## src/rtl/core/bblur_pkg.sv

```systemverilog
// Package for the 3x3 RGB box blur: shared types, register indexes and the
// reciprocal table used by the rounded divide. No dependencies.
package bblur_pkg;

    localparam int SUM_W       = 12;
    localparam int CNT_W       = 4;
    localparam int RECIP_W     = 16;
    localparam int RECIP_SHIFT = 16;

    localparam logic REG_IMAGE_WIDTH  = 1'b0;
    localparam logic REG_IMAGE_HEIGHT = 1'b1;

    typedef enum logic {
        ST_IDLE,
        ST_READ
    } state_t;

    typedef struct packed {
        logic [SUM_W-1:0] sum_red;
        logic [SUM_W-1:0] sum_green;
        logic [SUM_W-1:0] sum_blue;
        logic [CNT_W-1:0] count;
        logic             last;
    } mean_req_t;

    // Scaled reciprocal of twice the pixel count, rounded up. Exact for the
    // numerator range of nine 8-bit pixels.
    function automatic logic [RECIP_W-1:0] recip(input logic [CNT_W-1:0] count);
        logic [RECIP_W-1:0] r;
        unique case (count)
            4'd2:    r = 16'd16384;
            4'd3:    r = 16'd10923;
            4'd4:    r = 16'd8192;
            4'd6:    r = 16'd5462;
            4'd9:    r = 16'd3641;
            default: r = 16'd32768;
        endcase
        return r;
    endfunction

endpackage

```

## src/rtl/core/bblur_mean.sv

```systemverilog
// Rounded-mean stage of the box blur: one holding register, a reciprocal
// multiply per channel and the registered output channel. Uses bblur_pkg.
module bblur_mean
    import bblur_pkg::*;
(
    input  logic        aclk,
    input  logic        aresetn,
    input  logic        req_valid,
    input  mean_req_t   req,
    output logic        req_ready,
    output logic        m_tvalid,
    input  logic        m_tready,
    output logic [23:0] m_tdata,   // blur_red, blur_green, blur_blue
    output logic        m_tlast    // end_of_image
);

    logic                          hold_valid_reg;
    logic                          hold_valid_next;
    mean_req_t                     hold_reg;
    logic                          out_valid_reg;
    logic                          out_valid_next;
    logic [23:0]                   out_data_reg;
    logic                          out_last_reg;
    logic                          move;
    logic [RECIP_W-1:0]            factor;
    logic [SUM_W:0]                num_red;
    logic [SUM_W:0]                num_green;
    logic [SUM_W:0]                num_blue;
    logic [SUM_W+RECIP_W:0]        prod_red;
    logic [SUM_W+RECIP_W:0]        prod_green;
    logic [SUM_W+RECIP_W:0]        prod_blue;

    assign move      = hold_valid_reg && (!out_valid_reg || m_tready);
    assign req_ready = !hold_valid_reg || move;

    assign factor    = recip(hold_reg.count);
    assign num_red   = {hold_reg.sum_red, 1'b0} + (SUM_W+1)'(hold_reg.count);
    assign num_green = {hold_reg.sum_green, 1'b0} + (SUM_W+1)'(hold_reg.count);
    assign num_blue  = {hold_reg.sum_blue, 1'b0} + (SUM_W+1)'(hold_reg.count);
    assign prod_red   = (SUM_W+RECIP_W+1)'(num_red) * (SUM_W+RECIP_W+1)'(factor);
    assign prod_green = (SUM_W+RECIP_W+1)'(num_green) * (SUM_W+RECIP_W+1)'(factor);
    assign prod_blue  = (SUM_W+RECIP_W+1)'(num_blue) * (SUM_W+RECIP_W+1)'(factor);

    always_comb begin
        hold_valid_next = hold_valid_reg;
        if (req_valid) begin
            hold_valid_next = 1'b1;
        end else if (move) begin
            hold_valid_next = 1'b0;
        end
        out_valid_next = out_valid_reg;
        if (move) begin
            out_valid_next = 1'b1;
        end else if (m_tready) begin
            out_valid_next = 1'b0;
        end
    end

    always_ff @(posedge aclk) begin
        if (!aresetn) begin
            hold_valid_reg <= 1'b0;
            out_valid_reg  <= 1'b0;
        end else begin
            hold_valid_reg <= hold_valid_next;
            out_valid_reg  <= out_valid_next;
        end
    end

    always_ff @(posedge aclk) begin
        if (req_valid) begin
            hold_reg <= req;
        end
        if (move) begin
            out_data_reg <= {prod_blue[RECIP_SHIFT+7:RECIP_SHIFT],
                             prod_green[RECIP_SHIFT+7:RECIP_SHIFT],
                             prod_red[RECIP_SHIFT+7:RECIP_SHIFT]};
            out_last_reg <= hold_reg.last;
        end
    end

    assign m_tvalid = out_valid_reg;
    assign m_tdata  = out_data_reg;
    assign m_tlast  = out_last_reg;

endmodule

```

## config.mk

```make
export PLATFORM = sky130hd
export DESIGN_NAME = bblur_mean
export DESIGN_NICKNAME = d
export VERILOG_FILES = /design/src/rtl/core/bblur_pkg.sv /design/src/rtl/core/bblur_mean.sv
export SDC_FILE = /design/constraint.sdc
export NUM_CORES = 1
export LEC_CHECK = 0
export BUFFER_PORTS_ARGS = -buffer_cell sky130_fd_sc_hd__buf_2
export CORE_MARGIN = 2
export CORE_UTILIZATION = 30
export DETAILED_ROUTE_END_ITERATION = 8
export PLACE_DENSITY_LB_ADDON = 0.15
export SYNTH_ARGS = -nofsm -noshare
export SYNTH_HDL_FRONTEND = slang
export SYNTH_SLANG_ARGS = --single-unit
```

## constraint.sdc

```tcl
create_clock -name aclk -period 7.9 [get_ports aclk]
set_clock_uncertainty 0.2 [all_clocks]
set_input_delay 0.395 -clock aclk [delete_from_list [all_inputs] [get_ports aclk]]
set_output_delay 0.395 -clock aclk [all_outputs]
set_load 0.02 [all_outputs]
```

==> qor.csv <==
stage;metric;value;unit
global_routing;grt_pass1_wl;77200;µm
global_routing;antenna_violations_before_repair;0;
route;drt-pass1-iter-count;6;
floorplan;die_w;246;µm
global_routing;via_count_of_the_first_global_routing_pass;13287;
synth;postSynth.asyncResetShare;0;
power;share_comb_of_total_power;0.710;
hold_path;hold_path.class;input port to register;
synth;flops_latches_synth;68;
setup_path;critPathLaunchType;register;
setup_path;critPathRequiredTime;7.83;ns
route;post-route-drc-count;0;
setup_path;timing.critical_path.mode_cell;sky130_fd_sc_hd__fa_1;
power;p_int;0.00180;W
synth;synth_enable_flop_cells;66;
power;ir_drop;0.000145;V
synth;synth_area_leaders;sky130_fd_sc_hd__fa_1 45%, sky130_fd_sc_hd__inv_1 12%, sky130_fd_sc_hd__ha_1 12%;
route;via_per_inst;4.37;
route;detail-route-antenna-nets;0;
finish;post_route_cells_drive_above_1_share;0.0691;
cts;tritoncts;built;
setup_path;critical_path_at;7.36;ns
placed_design;dp_hpwl;43300;µm
hold_path;min_from;req[17];
job;max-cap-violations;0;
power;total_switching_power;0.00171;W
placed_design;numPortBuffers;71;
synth;synth_largest_area_cell;sky130_fd_sc_hd__fa_1;
cts;clock_sinks;68;
power;clock_power_share;0.129;
cts;register_clock_pin_slew_on_the_reported_worst_setup_and_hold_paths;0.07;ns
sta;finalCritPeriodShare;0.941;
setup_path;critPathKind;register to register;
sta;slew_headroom;0.269;
finish;num-fill-cells;6057;
setup_path;crit_slowest_cell;sky130_fd_sc_hd__edfxtp_1;
power;power_density;179;nW/µm²
route;finalWirelength;48800;µm
finish;multi_input_area;13300;µm²
route;via_count;11875;
cts;cts_buffers;9;
sta;number_of_hold_violations_in_the_final_report;0;
sta;drv_slew;0;
synth;syn-mean-instance-area;9.60;µm²
route;wl_per_cell;18.0;µm
synth;synth_cell_type_count;62;
floorplan;design.core.area;57800;µm²
sta;fin_worst_hold_slack;0.0193;ns
finish;area_delta_synth_final;11.8;%
setup_path;rrSetupSlack;0.47;ns
power;portion_of_total_power_attributed_to_sequential_cells;0.161;
finish;final-instance-count-excl-fill;2718;
cts;cts_setup_buffers;0;
setup_path;critical_path_peak_fanout;12;
setup_path;r2r.worst_path.cells;23;
placed_design;post-place-cells;2673;
sta;worst_slew_pin_tran;1.10;ns
synth;synth_top_flop_cell;sky130_fd_sc_hd__edfxtp_1;
finish;nets;2549;
setup_path;endpoint_type_of_the_worst_setup_path;register;
synth;seq_area_frac_synth;0.115;
placed_design;postPlaceCellArea;19000;µm²
cts;cts-htree-levels;3;
floorplan;row_count;88;
synth;mappedNetlistArea;17600;µm²
global_routing;maximum_number_of_pins_on_one_net_before_global_route_repair;43;
synth;synth_warn;0;
setup_path;regToRegEndpoint;m_tdata[7]$_DFFE_PP_;
floorplan;chipHeight;246;µm
setup_path;cells_traversed_along_the_worst_timing_path;ha_1 -> o21ai_0 -> or2_1 -> nor2_1 -> xnor2_1 -> nor2_1 -> fa_1 -> fa_1 -> inv_1 -> fa_1 -> inv_1 -> fa_1 -> inv_1 -> fa_1 -> inv_1 -> ha_1 -> a21o_1 -> a221oi_1 -> o21a_1 -> o21a_1 -> o21ai_2 -> o31ai_1 -> xnor3_1;
setup_path;cp_slowest_stage_delay;0.58;ns
finish;regArea;2020;µm²
floorplan;start_util;0.304;
hold_path;hold_path_depth;1;
global_routing;grt_util_all_layers;0.173;
cts;clock_insertion_delay_worst_skew;0.38;ns
power;leakage;10.2;nW
finish;fin_area;19600;µm²
floorplan;io_pins;72;
cts;clockBufferDepth;2;
sta;timing.fmax;0.135;GHz
synth;synthCells;1829;
placed_design;place_congestion;0.901;
sta;rsz0062_at_grt;false;
cts;cts_root_buffer;sky130_fd_sc_hd__clkbuf_16;
outcome;status;completed;
global_routing;globalRouteOverflowTotal;0;
setup_path;crit-reg2reg-launch;hold_reg[4]$_DFFE_PP_;
sta;timing.final.crit_period;7.43;ns
power;sw_frac_of_total;0.486;
sta;fin_tns_setup;0;ns
route;drt_iter0_drc;602;
floorplan;die_outline_area;60500;µm²
finish;n_antenna_cell;0;
sta;count_of_endpoints_failing_setup_in_the_final_report;0;
synth;synth.top_cell.area_share;0.446;
hold_path;min_delay_worst_endpoint;hold_reg[17]$_DFFE_PP_;
finish;number_of_flip_flops_under_the_largest_register_name;41;
## area by class of cell
| class | count | share of cell area |
|---|---|---|
| tap | 765 | 0.0488 |
| timing repair buffer | 129 | 0.0440 |
| inverter | 571 | 0.109 |
| multi-input combinational | 1169 | 0.679 |
| clock inverter | 7 | 0.00414 |
| clock buffer | 9 | 0.0115 |
| sequential | 68 | 0.103 |
## power by group through the flow
| stage | combinational (W) | clock, W | sequential (W) |
|---|---|---|---|
| 6_report | 0.00249 | 0.000451 | 0.000565 |
| 5_1_grt | 0.00292 | 0.000483 | 0.000572 |
| 4_1_cts | 0.00257 | 0.000473 | 0.000566 |
| 3_5_place_dp | 0.00252 | 0 | 0.000573 |
| 3_3_place_gp | 0.00252 | 0 | 0.000573 |
| 2_1_floorplan | 0.00178 | 0 | 0.000631 |
## worst max path at each step
stage	slack, ns	from	depth (start not counted)	end
floorplan	1.00	hold_reg[4]$_DFFE_PP_	24	m_tdata[7]$_DFFE_PP_
global placement	0.44	hold_reg[4]$_DFFE_PP_	22	m_tdata[7]$_DFFE_PP_
detailed placement	0.32	hold_reg[4]$_DFFE_PP_	22	m_tdata[7]$_DFFE_PP_
CTS	0.32	hold_reg[4]$_DFFE_PP_	22	m_tdata[7]$_DFFE_PP_
global route	0.02	hold_reg[2]$_DFFE_PP_	25	m_tdata[23]$_DFFE_PP_
finish	0.47	hold_reg[4]$_DFFE_PP_	23	m_tdata[7]$_DFFE_PP_
## cells by family after synthesis
logic type	Yosys count	synth area share
buffers and inverters	602	0.129
adders and majority gates	556	0.564
and+or+nand+nor	393	0.101
AOI/OAI and AO/OA	115	0.0431
xor gates and xnor gates	93	0.0480
DFF	68	0.115
other	2	0.000428
## Yosys cell counts, types with 4 or more instances
cell / number
sky130_fd_sc_hd__and3_1: 6
sky130_fd_sc_hd__xor2_1: 32
sky130_fd_sc_hd__nor3_1: 12
sky130_fd_sc_hd__inv_1: 570
sky130_fd_sc_hd__a21oi_1: 33
sky130_fd_sc_hd__or3_1: 6
sky130_fd_sc_hd__o22ai_1: 4
sky130_fd_sc_hd__buf_1: 4
sky130_fd_sc_hd__nand2b_1: 13
sky130_fd_sc_hd__o21a_1: 10
sky130_fd_sc_hd__or2_2: 6
sky130_fd_sc_hd__edfxtp_1: 66
sky130_fd_sc_hd__nand2_1: 161
sky130_fd_sc_hd__clkbuf_1: 25
sky130_fd_sc_hd__and2_1: 19
sky130_fd_sc_hd__ha_1: 165
sky130_fd_sc_hd__nand4_1: 8
sky130_fd_sc_hd__fa_1: 391
sky130_fd_sc_hd__nor2b_1: 9
sky130_fd_sc_hd__o211ai_1: 5
sky130_fd_sc_hd__nor2_1: 119
sky130_fd_sc_hd__o21ai_0: 17
sky130_fd_sc_hd__nand3_1: 14
sky130_fd_sc_hd__a21o_1: 17
sky130_fd_sc_hd__xnor2_1: 59
## routing by layer
layer	track usage	share of wire	wire length, µm	up-vias
met5	0	0	0	-
met4	0.0545	0.028	1390	0
met3	0.0243	0.031	1520	55
met2	0.306	0.51	25100	186
met1	0.216	0.43	20800	6012
li1	-	-	-	5622
## timing repair
item,in CTS,in global routing
hold endpoints to repair,29,0
hold buffers,29,0
endpoints found under the setup margin,0,2
resized for setup,0,3
## stage by stage
stage / setup slack (ns) / utilization / total power (W)
floorplan: 1.00 / - / 0.00241
global placement: 0.438 / 0.329 / 0.00310
CTS: 0.320 / 0.339 / 0.00360
detailed placement: 0.320 / 0.329 / 0.00310
finish: 0.466 / 0.340 / 0.00351
global route: 0.0221 / 0.340 / 0.00398
## layout by cell type, fill, tap and decap left out, drive strengths merged, types with 8 or more instances in the layout
cell / Yosys / routed
nor3: 12 / 12
nand2: 161 / 161
nor2b: 9 / 9
nand3: 14 / 14
ha: 165 / 165
nand4: 8 / 8
and2: 19 / 19
a21o: 17 / 17
nor2: 119 / 119
inv: 571 / 575
o21a: 10 / 10
dlygate4sd3: 0 / 29
o21ai: 21 / 21
xor2: 32 / 32
edfxtp: 66 / 66
xnor2: 59 / 59
conb: 2 / 12
a21oi: 34 / 34
buf: 6 / 100
nand2b: 13 / 13
fa: 391 / 391
or2: 8 / 8
clkbuf: 25 / 9
## worst max-delay path: cells and delay by family (launching register included)
family,cells,cell delay (ns)
xor+xnor,2,0.59
simple gates,3,1.05
flops,1,0.58
buf+inv,4,0.20
fa+ha+maj,7,3.25
compound gates,7,1.32
No activity file was read; power rests on OpenSTA's default activity.
